===== config.mk =====
export PLATFORM = sky130hd
export DESIGN_NAME = brs_div_stage
export DESIGN_NICKNAME = d
export VERILOG_FILES = /design/src/rtl/brs_pkg.sv /design/src/rtl/brs_div_stage.sv
export SDC_FILE = /design/constraint.sdc
export NUM_CORES = 1
export LEC_CHECK = 0
export BUFFER_PORTS_ARGS = -buffer_cell sky130_fd_sc_hd__buf_4
export CAP_MARGIN = 20
export CORE_UTILIZATION = 33
export CTS_BUF_LIST = sky130_fd_sc_hd__clkbuf_2
export DETAILED_ROUTE_END_ITERATION = 8
export PLACE_DENSITY = 0.62
export SLEW_MARGIN = 25
export SYNTH_ARGS = -nofsm -noshare
export SYNTH_HDL_FRONTEND = slang
export SYNTH_SLANG_ARGS = --single-unit

===== constraint.sdc =====
create_clock -name clk_i -period 0.8 [get_ports clk_i]
set_input_delay 0.16 -clock clk_i [delete_from_list [all_inputs] [get_ports clk_i]]
set_output_delay 0.16 -clock clk_i [all_outputs]
set_load 0.005 [all_outputs]

===== src/rtl/brs_pkg.sv =====
// ----------------------------------------------------------------------------
// Byte range sector splitter package
// Widths, segment kind codes and the stage records shared by the splitter
// modules.
// ----------------------------------------------------------------------------
package brs_pkg;

  // Field widths.
  localparam int unsigned OFF_W = 48;   // request byte offset
  localparam int unsigned LEN_W = 32;   // request length, byte and sector counts
  localparam int unsigned SB_W  = 17;   // sector size register
  localparam int unsigned DEV_W = 40;   // device size register
  localparam int unsigned SEC_W = 48;   // sector numbers
  localparam int unsigned OIS_W = 16;   // offset_in_sector output field

  // Dividend width: the request end offset needs one bit more than the offset.
  localparam int unsigned QW = OFF_W + 1;

  // Segment kind codes.
  localparam logic [1:0] KIND_EMPTY = 2'd0;
  localparam logic [1:0] KIND_HEAD  = 2'd1;
  localparam logic [1:0] KIND_BULK  = 2'd2;
  localparam logic [1:0] KIND_TAIL  = 2'd3;

  // One divider stage: start and end offsets divided by the sector size
  // side by side. Each n field holds the dividend bits still to be consumed
  // in its upper part and the quotient bits already found in its lower part.
  typedef struct packed {
    logic            vld;
    logic            op;
    logic            nil;
    logic [QW-1:0]   n_off;
    logic [SB_W-1:0] r_off;
    logic [QW-1:0]   n_end;
    logic [SB_W-1:0] r_end;
  } brs_div_t;

  // A split request after the division, ready for segment selection.
  typedef struct packed {
    logic             vld;
    logic             op;
    logic             nil;
    logic [SEC_W-1:0] s;        // first sector of the request
    logic [SB_W-1:0]  o;        // offset within the first sector
    logic [SEC_W-1:0] sp;       // first sector after the head
    logic [SEC_W-1:0] e;        // sector of the clipped end
    logic [SB_W-1:0]  eo;       // offset of the clipped end in that sector
    logic [SB_W-1:0]  hb;       // head bytes
    logic [LEN_W-1:0] secs;     // whole sectors of the bulk run
    logic [LEN_W-1:0] bulk;     // bulk bytes
    logic             has_head;
    logic             has_bulk;
    logic             has_tail;
  } brs_seg_t;

endpackage


===== src/rtl/brs_div_stage.sv =====
// ----------------------------------------------------------------------------
// Splitter divider stage
// One registered restoring division step, applied to the start and the end
// offset of a request at the same time.
// ----------------------------------------------------------------------------
module brs_div_stage import brs_pkg::*; (
  input  logic            clk_i,
  input  logic            rst_ni,
  input  logic            en_i,
  input  logic [SB_W-1:0] sb_i,
  input  brs_div_t        d_i,
  output brs_div_t        q_o
);

  logic [SB_W:0]   cand_off, cand_end;
  logic            ge_off, ge_end;
  logic [SB_W:0]   diff_off, diff_end;
  brs_div_t        q_d, q_q;

  // Shift the next dividend bit into each remainder and subtract when it fits.
  always_comb begin
    cand_off = {d_i.r_off, d_i.n_off[QW-1]};
    cand_end = {d_i.r_end, d_i.n_end[QW-1]};
    ge_off   = cand_off >= {1'b0, sb_i};
    ge_end   = cand_end >= {1'b0, sb_i};
    diff_off = ge_off ? cand_off - {1'b0, sb_i} : cand_off;
    diff_end = ge_end ? cand_end - {1'b0, sb_i} : cand_end;
    q_d       = d_i;
    q_d.n_off = {d_i.n_off[QW-2:0], ge_off};
    q_d.n_end = {d_i.n_end[QW-2:0], ge_end};
    q_d.r_off = diff_off[SB_W-1:0];
    q_d.r_end = diff_end[SB_W-1:0];
  end

  // Stage register; reset clears the whole record, the valid bit with it.
  always_ff @(posedge clk_i or negedge rst_ni) begin
    if (!rst_ni) begin
      q_q <= '0;
    end else if (en_i) begin
      q_q <= q_d;
    end
  end

  assign q_o = q_q;

endmodule


==> flow_summary.json, run 1 <==
{
  "grt_start_max_net_pins": 63,
  "clock_sinks": 135,
  "post-place-ws_ns": -1.81,
  "p_sw_mw": 7.14,
  "power.density_nw_per_um2": 1530,
  "grt_use_total": 0.251,
  "yosysWarnings": 0,
  "synthCells": 609,
  "reg2regPathDepth": 3,
  "crit_arrival_ns": 2.41,
  "path_buf_inv": 5,
  "overflow": 0,
  "path_delay_family": "compound AO/OA/AOI/OAI gates",
  "dieHeight_um": 148,
  "worstMarginPinSlew_ns": 0.461,
  "viasPerCell": 4.86,
  "synth_cell_type_count": 58,
  "slew_violations": 0,
  "cp-start-kind": "input pin",
  "sw_frac_of_total": 0.331,
  "cp_slowest_cell": "fa_2",
  "antenna_found_initial": 0,
  "insertion_delay_ns": 0.72,
  "timing_hold_violations_final": 16,
  "clkTransAtPathRegs_ns": 0.28,
  "violations": "negative hold slack, negative setup slack",
  "cts_tree": "done",
  "fin_crit_ns": 1.76,
  "wl_per_cell_um": 19.7,
  "vdd.ir_drop.worst_v": 0.000791,
  "cts_root_buf": "clkbuf_2",
  "syn_avg_cell_area_um2": 11.6,
  "p_seq_frac": 0.389,
  "vias": 7363,
  "syn-num-nets": 800,
  "layout-area-overhead-vs-synth_pct": 100,
  "worst-setup-path-type": "input pin to register",
  "synth_edf_count": 0,
  "firstDrtPassIters": 4,
  "start_util": 0.336,
  "die_area_um2": 21900,
  "leakagePower_nw": 6.96,
  "cts_buffer_depth": 2,
  "outcome": "finished with violations",
  "cts_max_level": 4,
  "crit_path_end_kind": "register",
  "rsz0062_at_grt": "true",
  "layout.nets": 1417,
  "clock.fmax_mhz": 567,
  "total_power_mw": 21.6,
  "syn_area_um2": 7040,
  "core_um2": 21000,
  "port_buffers": 289,
  "largest_reg_flops": 135,
  "crit_fanout": 6,
  "drc_errors": 0,
  "synthArstFlopShare": 1.00,
  "drv_cap": 0,
  "crit_required_ns": 1.45,
  "pin_count": 290,
  "wirelength_mm": 29.8,
  "r2r-end": "q_o[127]",
  "combPwrFrac": 0.404,
  "max_stage_delay_ns": 0.36,
  "grt_pass1_wl_mm": 41.8,
  "skew_ns": 0,
  "drt_iter0_drc": 229,
  "cts_buffers": 17,
  "yosysSeqAreaShare": 0.480,
  "hold_ws_ns": -0.332,
  "synth_ff_type": "dfrtp_1",
  "hold_class": "input pin to register",
  "grt_pass1_vias": 7497,
  "r2r_slack_ns": -0.24,
  "detail-route-antenna-nets": 0,
  "utilization": 0.672,
  "min_to": "q_o[4]",
  "globalplace.congestion": 0.905,
  "slew_headroom": 0.690,
  "timing.rr.start": "q_o[127]",
  "nFillCells": 1480,
  "drive_gt1_frac": 0.543,
  "setup_viol": 248,
  "p_int_mw": 14.5,
  "cp_cell_sequence": "buf_8 > inv_12 > ha_4 > inv_2 > fa_2 > a21o_1 > a221o_1 > a211oi_2 > o21ai_1 > a41o_4 > buf_12 > buf_4 > nand2_4 > o21bai_1",
  "whs_path_depth": 3,
  "synth_seq_cells": 135,
  "dpl.hpwl_mm": 18.0,
  "setup_slack_ns": -0.962,
  "num_rows": 53,
  "hp-start": "d_i[3]",
  "die_w_um": 148,
  "post-route-period-util": 2.20,
  "clkPwrFrac": 0.206
}
[per-layer routing]
layer,global-route usage,up-vias,wire length [um]
met2,0.454,296,15200
met3,0.0497,51,1720
met4,0.0861,0,1010
met1,0.295,3571,11900
met5,0,-,0
li1,-,3445,-
[how the worst max path moves through the flow]
stage                 start      end  slack, ns  cells past startpoint
finish              d_i[65]  q_o[16]      -0.96                     14
global route        d_i[65]  q_o[16]      -0.97                     14
CTS                 q_o[11]  q_o[11]      -0.83                      1
detailed placement  d_i[65]   q_o[3]      -1.81                     13
global placement    d_i[65]   q_o[6]      -1.73                     13
floorplan           d_i[65]  q_o[11]      -1.38                     12
[cells in the mapped netlist (2+ instances only)]
cell       number  share of area
a2111oi_0       2         0.0025
a211o_1         8          0.010
a211oi_1        4         0.0043
a21o_1         14          0.015
a21oi_1        44          0.031
a2bb2oi_1       2         0.0025
a311oi_1        2         0.0025
a31oi_1         6         0.0053
and2_1          2         0.0018
and3_1          7         0.0062
buf_1           4         0.0021
buf_4           2         0.0021
buf_6           2         0.0032
clkbuf_1       17         0.0091
dfrtp_1       135           0.48
fa_1            2         0.0057
ha_1           34          0.060
inv_1          32          0.017
mux2_2         99           0.16
mux2i_1        23          0.033
nand2_1        23          0.012
nand2b_1        2         0.0018
nand3_1         8         0.0057
nand4_1         3         0.0027
nor2_1         32          0.017
nor2b_1         5         0.0044
nor3_1          2         0.0014
nor4_1          3         0.0027
o2111ai_1       3         0.0037
o211ai_1        5         0.0053
o21a_1          8         0.0085
o21ai_0        17          0.012
o21ai_1         3         0.0021
o21bai_1        2         0.0021
o221ai_1        5         0.0062
o22ai_1         2         0.0018
o2bb2ai_1       2         0.0025
xnor2_1        14          0.017
xor2_1         10          0.012
[kinds of logic after synthesis]
kind of cell | share of synthesized area
xor+xnor | 0.0299
mux | 0.195
simple gates | 0.0581
flops | 0.480
compound gates | 0.136
fa+ha+maj | 0.0661
buf+inv | 0.0348
[worst reg2reg max path, stage by stage (launching register included)]
cell and delay [ns]:
dfrtp_1 0.47, buf_6 0.13, buf_6 0.10, mux2_4 0.27
[repair_timing]
item | 4_1_cts | 5_1_grt
hold endpoints to repair | 270 | 218
hold buffers | 129 | 5
cloned | 1 | 1
endpoints found under the setup margin | 174 | 394
pin swaps | 18 | 13
gates resized for setup | 179 | 63
setup buffers | 49 | 48
[cells in the final DEF, fill, tap and decap left out, types with 3 or more instances in the layout]
cell,count
a211o_1,8
o21a_1,8
buf_4,288
nor2_1,32
buf_6,187
dfrtp_1,135
o211ai_1,5
ha_1,27
nand4_1,3
buf_8,5
o221ai_1,3
clkinv_4,3
buf_12,8
nand3_1,7
ha_4,7
o21ai_0,9
inv_1,26
xor2_1,10
inv_8,4
dlygate4sd3_1,133
mux2i_1,22
mux2_2,14
nor2b_1,4
nand2_1,21
a21oi_2,6
clkinvlp_4,3
clkbuf_2,17
inv_2,3
xnor2_1,14
a31oi_1,5
a21oi_1,37
a21o_1,14
mux2_4,87
o21ai_1,8
a211oi_1,3
inv_6,3
and3_1,7
[power groups by stage]
stage	sequential, mW	clock [mW]	combinational, mW
2_1_floorplan	8.29	0	2.92
3_3_place_gp	8.26	0	6.31
3_5_place_dp	8.29	0	6.35
4_1_cts	8.30	4.55	8.08
5_1_grt	8.49	4.83	9.30
6_report	8.41	4.46	8.73
[final cells by class]
type                       count  area (um^2)  share of cell area
antenna                        1         2.50            0.000178
clock buffer                  17         85.1             0.00604
clock inverter                15          164              0.0116
inverter                      33          153              0.0108
multi-input combinational    415         4060               0.288
sequential                   135         3380               0.240
tap                          275          344              0.0244
timing repair buffer         624         5900               0.419
[metrics by stage]
step	TNS, ns	instances	cell area [um^2]
floorplan	-65.21	609	7700
global placement	-86.13	1271	10900
detailed placement	-87.43	1271	10900
CTS	-134.50	1479	13600
global route	-141.95	1514	14100
finish	-126.90	1515	14100
Note: power is estimated with default switching activity, not from simulation.
==> inputs of run 2 (changes only) <==
Settings changed: HOLD_SLACK_MARGIN set to 0.12.
==> run 2 against run 1 <==
Net effect:
- sequential power barely moved
- maximum frequency barely moved
- clock skew did not move
- critical path type unchanged
- highest routed layer unchanged
- critical path depth did not move
- utilization fell by 0.45 points
- sequential share of layout area rose by 0.16 points
- the run still ends with negative hold slack, negative setup slack left
- die area did not move
- design area fell by 0.67%
==> flow_summary.json, run 2 (synthesis results as in run 1) <==
{
  "outcome": "finished with violations",
  "violations": "negative hold slack, negative setup slack",
  "crit_fanout": 6,
  "layout.nets": 1408,
  "clock_sinks": 135,
  "largest_reg_flops": 135,
  "min_to": "q_o[4]",
  "drive_gt1_frac": 0.546,
  "power.density_nw_per_um2": 1540,
  "whs_path_depth": 3,
  "cts_buffers": 17,
  "post-route-period-util": 2.20,
  "crit_arrival_ns": 2.41,
  "cts_buffer_depth": 2,
  "slew_violations": 0,
  "grt_use_total": 0.249,
  "viasPerCell": 4.86,
  "grt_start_max_net_pins": 63,
  "fin_crit_ns": 1.76,
  "slew_headroom": 0.690,
  "place_area_um2": 10900,
  "core_um2": 21000,
  "port_buffers": 289,
  "vias": 7312,
  "layout-area-overhead-vs-synth_pct": 98.8,
  "cts_tree": "done",
  "drc_errors": 0,
  "worstMarginPinSlew_ns": 0.461,
  "setup_slack_ns": -0.961,
  "drt_iter0_drc": 241,
  "leakagePower_nw": 6.92,
  "crit_path_end_kind": "register",
  "rsz0062_at_grt": "true",
  "hold_class": "input pin to register",
  "cts_max_level": 4,
  "vdd.ir_drop.worst_v": 0.000793,
  "wl_per_cell_um": 19.6,
  "worst-setup-path-type": "input pin to register",
  "globalplace.congestion": 0.905,
  "timing.rr.start": "q_o[127]",
  "dieHeight_um": 148,
  "drv_cap": 0,
  "wirelength_mm": 29.6,
  "skew_ns": 0,
  "insertion_delay_ns": 0.71,
  "hold_ws_ns": -0.327,
  "crit_required_ns": 1.44,
  "grt_pass1_wl_mm": 41.4,
  "cts_root_buf": "clkbuf_2",
  "total_power_mw": 21.6,
  "detail-route-antenna-nets": 0,
  "clock.fmax_mhz": 568,
  "overflow": 0,
  "r2r-end": "q_o[127]",
  "layout_commonest_cell": "buf_4",
  "r2r_slack_ns": -0.24,
  "grt_pass1_vias": 7469,
  "start_util": 0.336,
  "reg2regPathDepth": 3,
  "dpl.hpwl_mm": 18.0,
  "antenna_found_initial": 0,
  "setup_tns_ns": -126.57,
  "setup_viol": 251,
  "hp-start": "d_i[3]",
  "final_cell_mix": "buf_4 (288), buf_6 (187), dfrtp_1 (135), dlygate4sd3_1 (124), mux2_4 (87)",
  "num_rows": 53,
  "pin_count": 290,
  "utilization": 0.668,
  "nFillCells": 1503,
  "firstDrtPassIters": 4,
  "clkTransAtPathRegs_ns": 0.28,
  "die_area_um2": 21900,
  "cp-start-kind": "input pin",
  "die_w_um": 148,
  "timing_hold_violations_final": 22,
  "fin_area_um2": 14000
}
[run 2: cell count changes in the layout (fill, tap and decap cells not counted), sizes merged]
cell,before,now
dlygate4sd3,133,124
[run 2: repair_timing]
item	4_1_cts	5_1_grt
pin swaps	18	13
gates resized for setup	179	61
gates cloned	1	1
hold buffers	124	1
setup buffers	49	48
setup endpoints to repair	174	393
hold endpoints to repair	270	270
[run 2: layout make-up]
type	count	area [um^2]	area share
Clock inverter	15	164	0.0117
Clock buffer	17	85.1	0.00608
Timing Repair Buffer	615	5810	0.415
Sequential cell	135	3380	0.241
Multi-Input combinational cell	415	4060	0.290
Tap cell	275	344	0.0246
Inverter	33	153	0.0109
Antenna cell	1	2.50	0.000179
[run 2: worst max path at each step]
| stage | from | endpoint | slack, ns | cells after the start |
|---|---|---|---|---|
| 2_1_floorplan | d_i[65] | q_o[11] | -1.38 | 12 |
| 3_3_place_gp | d_i[65] | q_o[6] | -1.73 | 13 |
| 3_5_place_dp | d_i[65] | q_o[3] | -1.81 | 13 |
| 4_1_cts | q_o[11] | q_o[11] | -0.83 | 1 |
| 5_1_grt | d_i[65] | q_o[16] | -0.97 | 14 |
| 6_report | d_i[65] | q_o[16] | -0.96 | 14 |
[run 2: metal layers]
metal	vias up	global-route usage	routed length, um	share of wire
met1	3545	0.292	11900	0.40
met4	0	0.0907	1050	0.035
met3	55	0.0497	1660	0.056
li1	3429	-	-	-
met2	283	0.446	15000	0.51
met5	-	0	0	0
[run 2: worst max-delay path, cell delays in order]
cell and delay [ns]:
buf_8 0.11, inv_12 0.04, ha_4 0.12, inv_2 0.03, fa_2 0.36, a21o_1 0.19, a221o_1 0.34, a211oi_2 0.21
o21ai_1 0.09, a41o_4 0.30, buf_12 0.16, buf_4 0.13, nand2_4 0.08, o21bai_1 0.07
[run 2: power by group]
part | internal (mW) | total, mW | leakage, nW | switching, mW
registers | 7.66 | 8.41 | 1.57 | 0.744
clock network | 1.28 | 4.48 | 0.146 | 3.20
logic | 5.49 | 8.67 | 5.20 | 3.18
[run 2: through the flow]
step / setup slack [ns] / hold slack (ns) / cells
floorplan: -1.38 / -0.136 / 609
global placement: -1.73 / 0.146 / 1271
detailed placement: -1.81 / 0.148 / 1271
CTS: -0.832 / -0.403 / 1474
global route: -0.970 / -0.374 / 1505
finish: -0.961 / -0.327 / 1506
