**config.mk**
```make
export PLATFORM = sky130hd
export DESIGN_NAME = brs_emit
export DESIGN_NICKNAME = d
export VERILOG_FILES = /design/src/rtl/brs_pkg.sv /design/src/rtl/brs_emit.sv
export SDC_FILE = /design/constraint.sdc
export NUM_CORES = 1
export LEC_CHECK = 0
export ABC_AREA = 1
export ABC_CLOCK_PERIOD_IN_PS = 9200
export BUFFER_PORTS_ARGS = -buffer_cell sky130_fd_sc_hd__buf_2
export CELL_PAD_IN_SITES_DETAIL_PLACEMENT = 1
export CELL_PAD_IN_SITES_GLOBAL_PLACEMENT = 1
export CORE_MARGIN = 4
export CORE_UTILIZATION = 29
export DETAILED_ROUTE_END_ITERATION = 10
export PLACE_DENSITY = 0.6
export SLEW_MARGIN = 0
export SYNTH_ARGS = -nofsm -noshare
export SYNTH_HDL_FRONTEND = slang
export SYNTH_SLANG_ARGS = --single-unit
```
**constraint.sdc**
```tcl
create_clock -name clk_i -period 9.2 [get_ports clk_i]
set_clock_uncertainty 0.15 [all_clocks]
set_input_delay 0.46 -clock clk_i [delete_from_list [all_inputs] [get_ports clk_i]]
set_output_delay 0.46 -clock clk_i [all_outputs]
set_load 0.05 [all_outputs]
```
**src/rtl/brs_pkg.sv**
```systemverilog
// ----------------------------------------------------------------------------
// Byte range sector splitter package
// Widths, segment kind codes and the stage records shared by the splitter
// modules.
// ----------------------------------------------------------------------------
package brs_pkg;

  // Field widths.
  localparam int unsigned OFF_W = 48;   // request byte offset
  localparam int unsigned LEN_W = 32;   // request length, byte and sector counts
  localparam int unsigned SB_W  = 17;   // sector size register
  localparam int unsigned DEV_W = 40;   // device size register
  localparam int unsigned SEC_W = 48;   // sector numbers
  localparam int unsigned OIS_W = 16;   // offset_in_sector output field

  // Dividend width: the request end offset needs one bit more than the offset.
  localparam int unsigned QW = OFF_W + 1;

  // Segment kind codes.
  localparam logic [1:0] KIND_EMPTY = 2'd0;
  localparam logic [1:0] KIND_HEAD  = 2'd1;
  localparam logic [1:0] KIND_BULK  = 2'd2;
  localparam logic [1:0] KIND_TAIL  = 2'd3;

  // One divider stage: start and end offsets divided by the sector size
  // side by side. Each n field holds the dividend bits still to be consumed
  // in its upper part and the quotient bits already found in its lower part.
  typedef struct packed {
    logic            vld;
    logic            op;
    logic            nil;
    logic [QW-1:0]   n_off;
    logic [SB_W-1:0] r_off;
    logic [QW-1:0]   n_end;
    logic [SB_W-1:0] r_end;
  } brs_div_t;

  // A split request after the division, ready for segment selection.
  typedef struct packed {
    logic             vld;
    logic             op;
    logic             nil;
    logic [SEC_W-1:0] s;        // first sector of the request
    logic [SB_W-1:0]  o;        // offset within the first sector
    logic [SEC_W-1:0] sp;       // first sector after the head
    logic [SEC_W-1:0] e;        // sector of the clipped end
    logic [SB_W-1:0]  eo;       // offset of the clipped end in that sector
    logic [SB_W-1:0]  hb;       // head bytes
    logic [LEN_W-1:0] secs;     // whole sectors of the bulk run
    logic [LEN_W-1:0] bulk;     // bulk bytes
    logic             has_head;
    logic             has_bulk;
    logic             has_tail;
  } brs_seg_t;

endpackage

```
**src/rtl/brs_emit.sv**
```systemverilog
// ----------------------------------------------------------------------------
// Splitter segment emitter
// Holds one split request and sends its segments, one beat each, through
// the output register. Asks for the next request as the last one leaves.
// ----------------------------------------------------------------------------
module brs_emit import brs_pkg::*; (
  input  logic         clk_i,
  input  logic         rst_ni,
  input  brs_seg_t     item_i,
  output logic         take_o,
  output logic         m_axis_tvalid,
  input  logic         m_axis_tready,
  output logic [159:0] m_axis_tdata,
  output logic [2:0]   m_axis_tuser,
  output logic         m_axis_tlast
);

  // One-hot codes of the pending segments.
  localparam logic [3:0] SEL_EMPTY = 4'b0001;
  localparam logic [3:0] SEL_HEAD  = 4'b0010;
  localparam logic [3:0] SEL_BULK  = 4'b0100;
  localparam logic [3:0] SEL_TAIL  = 4'b1000;

  brs_seg_t         it_q;
  logic [3:0]       pend_q, pend_d, pend_left, sel, rest, mask;
  logic             out_free, fire;
  logic             vld_q, vld_d;
  logic [159:0]     data_q;
  logic [2:0]       user_q;
  logic             last_q;

  logic [1:0]       kind;
  logic [SEC_W-1:0] start;
  logic [LEN_W-1:0] count, bytes, pos, pos_bulk, pos_tail;
  logic [OIS_W-1:0] ofs;
  logic             rmw;

  // Pick the lowest pending segment and work out whether the item is done.
  always_comb begin
    sel       = pend_q & (~pend_q + 4'd1);
    rest      = pend_q & ~sel;
    out_free  = !vld_q || m_axis_tready;
    fire      = out_free && (pend_q != 4'b0000);
    pend_left = fire ? rest : pend_q;
    take_o    = pend_left == 4'b0000;
    mask      = item_i.nil ? SEL_EMPTY :
                ({item_i.has_tail, 3'b000} | {1'b0, item_i.has_bulk, 2'b00} |
                 {2'b00, item_i.has_head, 1'b0});
    pend_d    = take_o ? (item_i.vld ? mask : 4'b0000) : pend_left;
  end

  // Field values of the selected segment.
  always_comb begin
    pos_bulk = it_q.has_head ? LEN_W'(it_q.hb) : '0;
    pos_tail = pos_bulk + it_q.bulk;
    kind  = KIND_EMPTY;
    start = '0;
    count = '0;
    ofs   = '0;
    bytes = '0;
    pos   = '0;
    rmw   = 1'b0;
    case (sel)
      SEL_HEAD: begin
        kind  = KIND_HEAD;
        start = it_q.s;
        count = LEN_W'(1);
        ofs   = it_q.o[OIS_W-1:0];
        bytes = LEN_W'(it_q.hb);
        rmw   = it_q.op;
      end
      SEL_BULK: begin
        kind  = KIND_BULK;
        start = it_q.sp;
        count = it_q.secs;
        bytes = it_q.bulk;
        pos   = pos_bulk;
      end
      SEL_TAIL: begin
        kind  = KIND_TAIL;
        start = it_q.e;
        count = LEN_W'(1);
        bytes = LEN_W'(it_q.eo);
        pos   = pos_tail;
        rmw   = it_q.op;
      end
      default: begin
        kind = KIND_EMPTY;
      end
    endcase
  end

  // Output valid follows loads and handoffs.
  always_comb begin
    vld_d = vld_q;
    if (fire) begin
      vld_d = 1'b1;
    end else if (m_axis_tready) begin
      vld_d = 1'b0;
    end
  end

  always_ff @(posedge clk_i or negedge rst_ni) begin
    if (!rst_ni) begin
      pend_q <= 4'b0000;
      vld_q  <= 1'b0;
    end else begin
      pend_q <= pend_d;
      vld_q  <= vld_d;
    end
  end

  // Item and output payload registers.
  always_ff @(posedge clk_i) begin
    if (take_o) begin
      it_q <= item_i;
    end
    if (fire) begin
      data_q <= {pos, bytes, ofs, count, start};
      user_q <= {rmw, kind};
      last_q <= rest == 4'b0000;
    end
  end

  assign m_axis_tvalid = vld_q;
  assign m_axis_tdata  = data_q;
  assign m_axis_tuser  = user_q;
  assign m_axis_tlast  = last_q;

endmodule

```
==> results.ini, run 1 <==
[grt]
grt_overflow = 0
grt_pass1_wl_mm = 86.67
grt_usage_pct = 18.05
grt_pass1_vias = 14390
grt_antenna_before_repair = 11
grt_max_degree = 137

[timing]
worst_slew_pin_slew_ns = 1.047
hold_violations = 0
rsz0062_at_grt = no
setup_tns_ns = 0
max_freq_mhz = 208.5
final.min_clock_period_ns = 4.796
period_share_pct = 52.13
finalMaxSlewViolations = 0
finalSetupViolations = 0
slew_headroom_pct = 30.18

[logic_synthesis]
ys_seq_area_share_pct = 75.98
yosys_warnings = 0
synth_edf_count = 424
syn_area_um2 = 16920
yosys.area.top_type_share_pct = 75.24
ys_async_sr_fraction_pct = 1.166
synth.area.top_cells = edfxtp_1, nand2_1, inv_1
synth_ff_type = edfxtp_1
syn_avg_cell_area_um2 = 12.47
yosys_register_bits = 429
synth.distinct_cells = 41
synthCells = 1357
syn_nets = 1632
post-synth-top-area-cell = edfxtp_1

[floorplanning]
die_h_um = 249.6
dieArea_um2 = 62280
initial_core_util_pct = 29.33
io_pins = 434
num_rows = 88
die_x_um = 249.6
core_um2 = 57700

[power]
total_power_mw = 10.29
p_per_area_nw_per_um2 = 425.8
p_leak_nw = 10.30
vdd_drop_max_v = 0.0004446

[finish]
drive_above_1_share_pct = 26.35
final-seq-area_um2 = 12860
num-nets-final = 2352
n_fill_cell = 6242
multi_input_area_um2 = 3376
syn2layout_area_growth_pct = 42.88

[worst_setup_path]
crit_fanout = 136
ff2ff_setup_slack_ns = 5.47
required_ns = 8.59
r2r-start = pend_q[0]$_DFF_PN0_
reg2reg_depth = 7
critPathLaunchType = flop
worstSetupEndpointType = output pin
worstReg2RegEnd = it_q[123]$_DFFE_PP_
critPathArrivalTime_ns = 4.19
path_class = reg -> out

[cts]
path_clk_slew_ns = 0.05
cts_root_buffer = clkbuf_16
post_cts_buffers = 0
clk_path_buf_depth = 3
htreeDepth = 2
clk_latency_ns = 0.60
cts_buffers = 48
cts_resized = 0
hold_buffers = 265
clock_sinks = 429
cts_tree = built

[detailed_routing]
wire_per_inst_um = 19.71
drc = 0
dr.pass1.iters = 4
drt_first_iter_violations = 568
antenna_left = 0
vias = 12820
vias_per_cell = 4.449
drt-total-wl_mm = 56.78

[hold_path]
hp-start = m_axis_tready
min_to = m_axis_tvalid$_DFFE_PN0P_
hold_path_class = in -> reg
hold_path_depth = 4

[placed_design]
io_buffers = 432
gp_congestion = 0.8582
hpwl_mm = 35.71

[run]
drv_cap = 0

[run_status]
outcome = completed

## registers in the layout, indices dropped and copies added, names as in the netlist
signal / count
pend_q: 4
m_axis_tuser: 3
m_axis_tdata: 160
m_axis_tlast: 1
it_q: 260
m_axis_tvalid: 1
## stage by stage
stage	setup WS [ns]	cells	hold WS, ns	area [um2]	utilization, %
detailed placement	5.078	2527	0.1292	19980	34.63
floorplan	1.863	1357	0.01441	16920	-
global route	4.077	2878	0.06129	24170	41.89
global placement	5.246	2527	0.1288	19980	34.63
CTS	4.404	2875	0.006836	24160	41.88
finish	4.404	2881	0.04547	24180	41.90
## cell families (layout without fill, tap and decap cells)
kind of cell | after synthesis | after routing | share of synthesized area [%]
buf+inv | 178 | 931 | 4.185
flops | 429 | 429 | 75.98
xor+xnor | 1 | 1 | 0.05177
fa+ha+maj | 7 | 7 | 0.5620
simple gates | 667 | 667 | 16.59
compound gates | 75 | 75 | 2.625
other cells | 0 | 6 | 0
## critical path: stages, from the launching register on
cell and delay [ns]:
dfrtp_1 0.50, nor2_2 0.12, nand2_1 0.19, o21ai_1 0.22, o21ai_0 0.30, nand3_1 0.28
inv_8 0.68, buf_12 0.63, buf_2 0.40
## synthesized netlist by cell type, types with 3 or more instances
cell type    n
edfxtp_1   424
nand2_1    387
inv_1      138
nor2_1     132
nand3_1     91
clkbuf_1    29
o21ai_0     22
a21oi_1     20
nand2_2     19
o211ai_1    12
nand3_2      8
o22ai_1      8
nor3_1       7
ha_1         6
nor2_2       6
dfrtp_1      5
nand4_1      5
o21ai_1      4
inv_2        3
nor2_4       3
nor4_1       3
## placed cells by master, fill, tap and decap left out, types with 3 or more instances in the layout
cell	netlist	final
clkbuf_1	29	11
ha_1	6	6
inv_6	0	3
dfrtp_1	5	5
nor2_2	6	5
nor4_1	3	3
a21oi_1	20	20
o22ai_1	8	8
nand3_2	8	8
nor3_1	7	7
nor2_4	3	5
buf_4	2	8
nand3_1	91	91
nand4_1	5	5
o21ai_1	4	4
nor2_1	132	131
nand2_1	387	386
bufinv_16	0	3
nand2_2	19	19
clkbuf_16	0	48
inv_1	138	135
diode_2	0	6
edfxtp_1	424	424
dlygate4sd3_1	0	265
nand2_4	2	3
buf_2	1	432
clkbuf_8	0	5
clkinv_1	1	7
o211ai_1	12	12
inv_2	3	4
o21ai_0	22	22
clkinv_2	0	3
## worst max-delay path by stage
stage	start	end	slack (ns)	cells past startpoint
CTS	pend_q[0]$_DFF_PN0_	take_o	4.40	8
floorplan	m_axis_tvalid$_DFFE_PN0P_	pend_q[2]$_DFF_PN0_	1.86	6
global placement	pend_q[0]$_DFF_PN0_	take_o	5.25	8
finish	pend_q[0]$_DFF_PN0_	take_o	4.40	8
detailed placement	pend_q[0]$_DFF_PN0_	take_o	5.08	8
global route	pend_q[0]$_DFF_PN0_	take_o	4.08	8
## metal layers
layer	vias to the layer above	part of all wire [%]	global-route usage, %
met4	8	3.0	5.770
met1	6253	39	21.21
met3	102	6.2	4.564
met5	-	0.093	0
met2	395	52	32.42
li1	6061	-	-
## cell type report
cell class	count	area share, %
clock buffer	64	5.424
tap	765	3.959
antenna	6	0.06210
clock inverter	19	0.9108
multi-input combinational	750	13.96
timing repair buffer	706	20.25
sequential	429	53.18
inverter	142	2.256
## power breakdown
group          switching, mW  internal (mW)
registers              0.415           3.73
clock network          0.805           1.09
logic                   3.43          0.822
Power figures use the tool's default switching activity.
==> run 2, diff against run 1 <==
- ABC_CLOCK_PERIOD_IN_PS: 9200 -> 4550
- clock period: 9.2 -> 4.55 ns (I/O delays scaled with it)
==> results.ini, run 2 (synthesis gave the netlist of run 1 again) <==
[worst_setup_path]
cp_slowest_stage_delay_ns = 0.64  ; -0.04 ns
required_ns = 4.17  ; -4.42 ns
critPathArrivalTime_ns = 3.11  ; -1.08 ns
cpMaxStageDelayCell = clkinvlp_4
critPathLaunchType = flop
crit_fanout = 28  ; -79%
crit_chain = nor2_4, nand2_4, o21ai_4, o21ai_2, nand3_2, clkinvlp_4, buf_2
path_class = reg -> out
r2r-start = pend_q[0]$_DFF_PN0_
worstSetupEndpointType = output pin
crit_start = pend_q[0]$_DFF_PN0_

[power]
p_leak_nw = 10.43  ; +1.3%
total_power_mw = 21.29  ; +110%
vdd_drop_max_v = 0.0005585  ; +26%
p_per_area_nw_per_um2 = 870.0  ; +100%

[timing]
period_share_pct = 76.70
rsz0062_at_grt = no
hold_violations = 0  ; unchanged
setup_tns_ns = 0  ; unchanged
slew_headroom_pct = 32.78  ; +2.6 points
final.min_clock_period_ns = 3.490
worst_slew_pin_slew_ns = 1.008  ; -0.03895 ns
finalMaxSlewViolations = 0  ; unchanged
max_freq_mhz = 286.5
finalSetupViolations = 0  ; unchanged

[cts]
htreeDepth = 2  ; unchanged
clock_sinks = 429  ; unchanged
cts_root_buffer = clkbuf_16
cts_tree = built
clk_latency_ns = 0.59  ; about the same
clk_path_buf_depth = 3  ; unchanged
post_cts_buffers = 0  ; unchanged
path_clk_slew_ns = 0.06  ; about the same
cts_buffers = 49  ; +2.1%

[detailed_routing]
drt-total-wl_mm = 57.57  ; +1.4%
dr.pass1.iters = 5  ; +1
vias = 12950  ; +0.98%
vias_per_cell = 4.470  ; +0.46%
drc = 0  ; unchanged
drt_first_iter_violations = 671  ; +18%
wire_per_inst_um = 19.88  ; +0.86%
antenna_left = 0  ; unchanged

[placed_design]
hpwl_mm = 36.37  ; +1.9%
dpl.cell_count = 2532  ; +0.20%
io_buffers = 432  ; unchanged
gp_congestion = 0.8212  ; -4.3%

[floorplanning]
die_x_um = 249.6  ; unchanged
dieArea_um2 = 62280  ; unchanged
core_um2 = 57700  ; unchanged
num_rows = 88  ; unchanged
die_h_um = 249.6  ; unchanged
io_pins = 434  ; unchanged
initial_core_util_pct = 29.33  ; unchanged

[grt]
grt_usage_pct = 18.09  ; +0.040 points
grt_overflow = 0  ; unchanged
grt_pass1_vias = 14710  ; +2.2%
grt_antenna_before_repair = 7  ; -4
grt_pass1_wl_mm = 87.16  ; +0.57%
grt_max_degree = 113  ; -18%

[hold_path]
hold_path_class = in -> reg
hp-start = item_i[57]

[finish]
final_core_util_pct = 42.41  ; +0.51 points
multi_input_area_um2 = 3416  ; +1.2%
layout_common_cells = buf_2, edfxtp_1, nand2_1
top_register = it_q
largest_register_ffs = 260  ; unchanged
mostFrequentLayoutCell = buf_2
fin_cells = 2896  ; +0.52%
n_fill_cell = 6274  ; +0.51%
final-seq-area_um2 = 12860  ; about the same
drive_above_1_share_pct = 27.09  ; +0.74 points
syn2layout_area_growth_pct = 44.61
num-nets-final = 2364  ; +0.51%

[run]
drv_cap = 0  ; unchanged

[run_status]
outcome = completed

[run 2: changes by cell type in the layout (fill, tap and decap cells not counted), moves of 3 or more]
cell,before,now
dlygate4sd3_1,265,271
clkinv_2,3,7
clkbuf_8,5,0
bufinv_16,3,7
clkbuf_1,11,4
inv_6,3,6
buf_12,1,6
clkinv_1,7,12
[run 2: worst max-delay path, delay by kind of cell, from the launching register on]
family	cells	cell delay, ns
buf+inv	2	1.11
flops	1	0.48
simple gates	3	0.47
compound gates	2	0.44
[run 2: what timing repair did]
| item | 4_1_cts | 5_1_grt |
|---|---|---|
| hold buffers | 271 | 0 |
| resized for setup | 0 | 0 |
| hold endpoints to repair | 270 | 0 |
| endpoints found under the setup margin | 0 | 0 |
[run 2: path summary, 6_finish.rpt]
kind / to / slack [ns] / cells past startpoint
min in group asynchronous: pend_q[1]$_DFF_PN0_ / 0.49 / 3
min reg2reg: m_axis_tdata[37]$_DFFE_PP_ / 0.37 / 2
max reg2reg: pend_q[2]$_DFF_PN0_ / 1.25 / 8
max: take_o / 1.06 / 7
min: it_q[57]$_DFFE_PP_ / 0.19 / 2
max in group asynchronous: m_axis_tvalid$_DFFE_PN0P_ / 3.53 / 3
[run 2: routing by layer]
layer	global-route usage, %	wire length [um]
met5	0	14
met4	6.152	1732
met3	4.773	3977
met2	32.55	29570
met1	20.92	22270
[run 2: power breakdown]
part           switching, mW  internal [mW]  total (mW)
logic                   7.03           1.84        8.88
registers              0.855           7.51        8.36
clock network           1.67           2.38        4.05
[run 2: area by class of cell]
type	count	area share (%)
flip-flops and latches	429	52.55
clock inverters	35	1.570
well taps	765	3.912
inverters	142	2.224
multi-input cells	750	13.96
diodes	5	0.05113
clock buffers	53	5.072
repair buffers	717	20.66
[run 2: through the flow]
step	instance area, um2	setup WS [ns]	hold slack, ns
finish	24470	1.060	0.1950
global route	24470	0.8458	0.1616
CTS	24460	0.9671	0.1375
detailed placement	20120	1.518	-0.08816
global placement	20120	1.578	-0.09695
floorplan	16970	-1.215	-0.2181
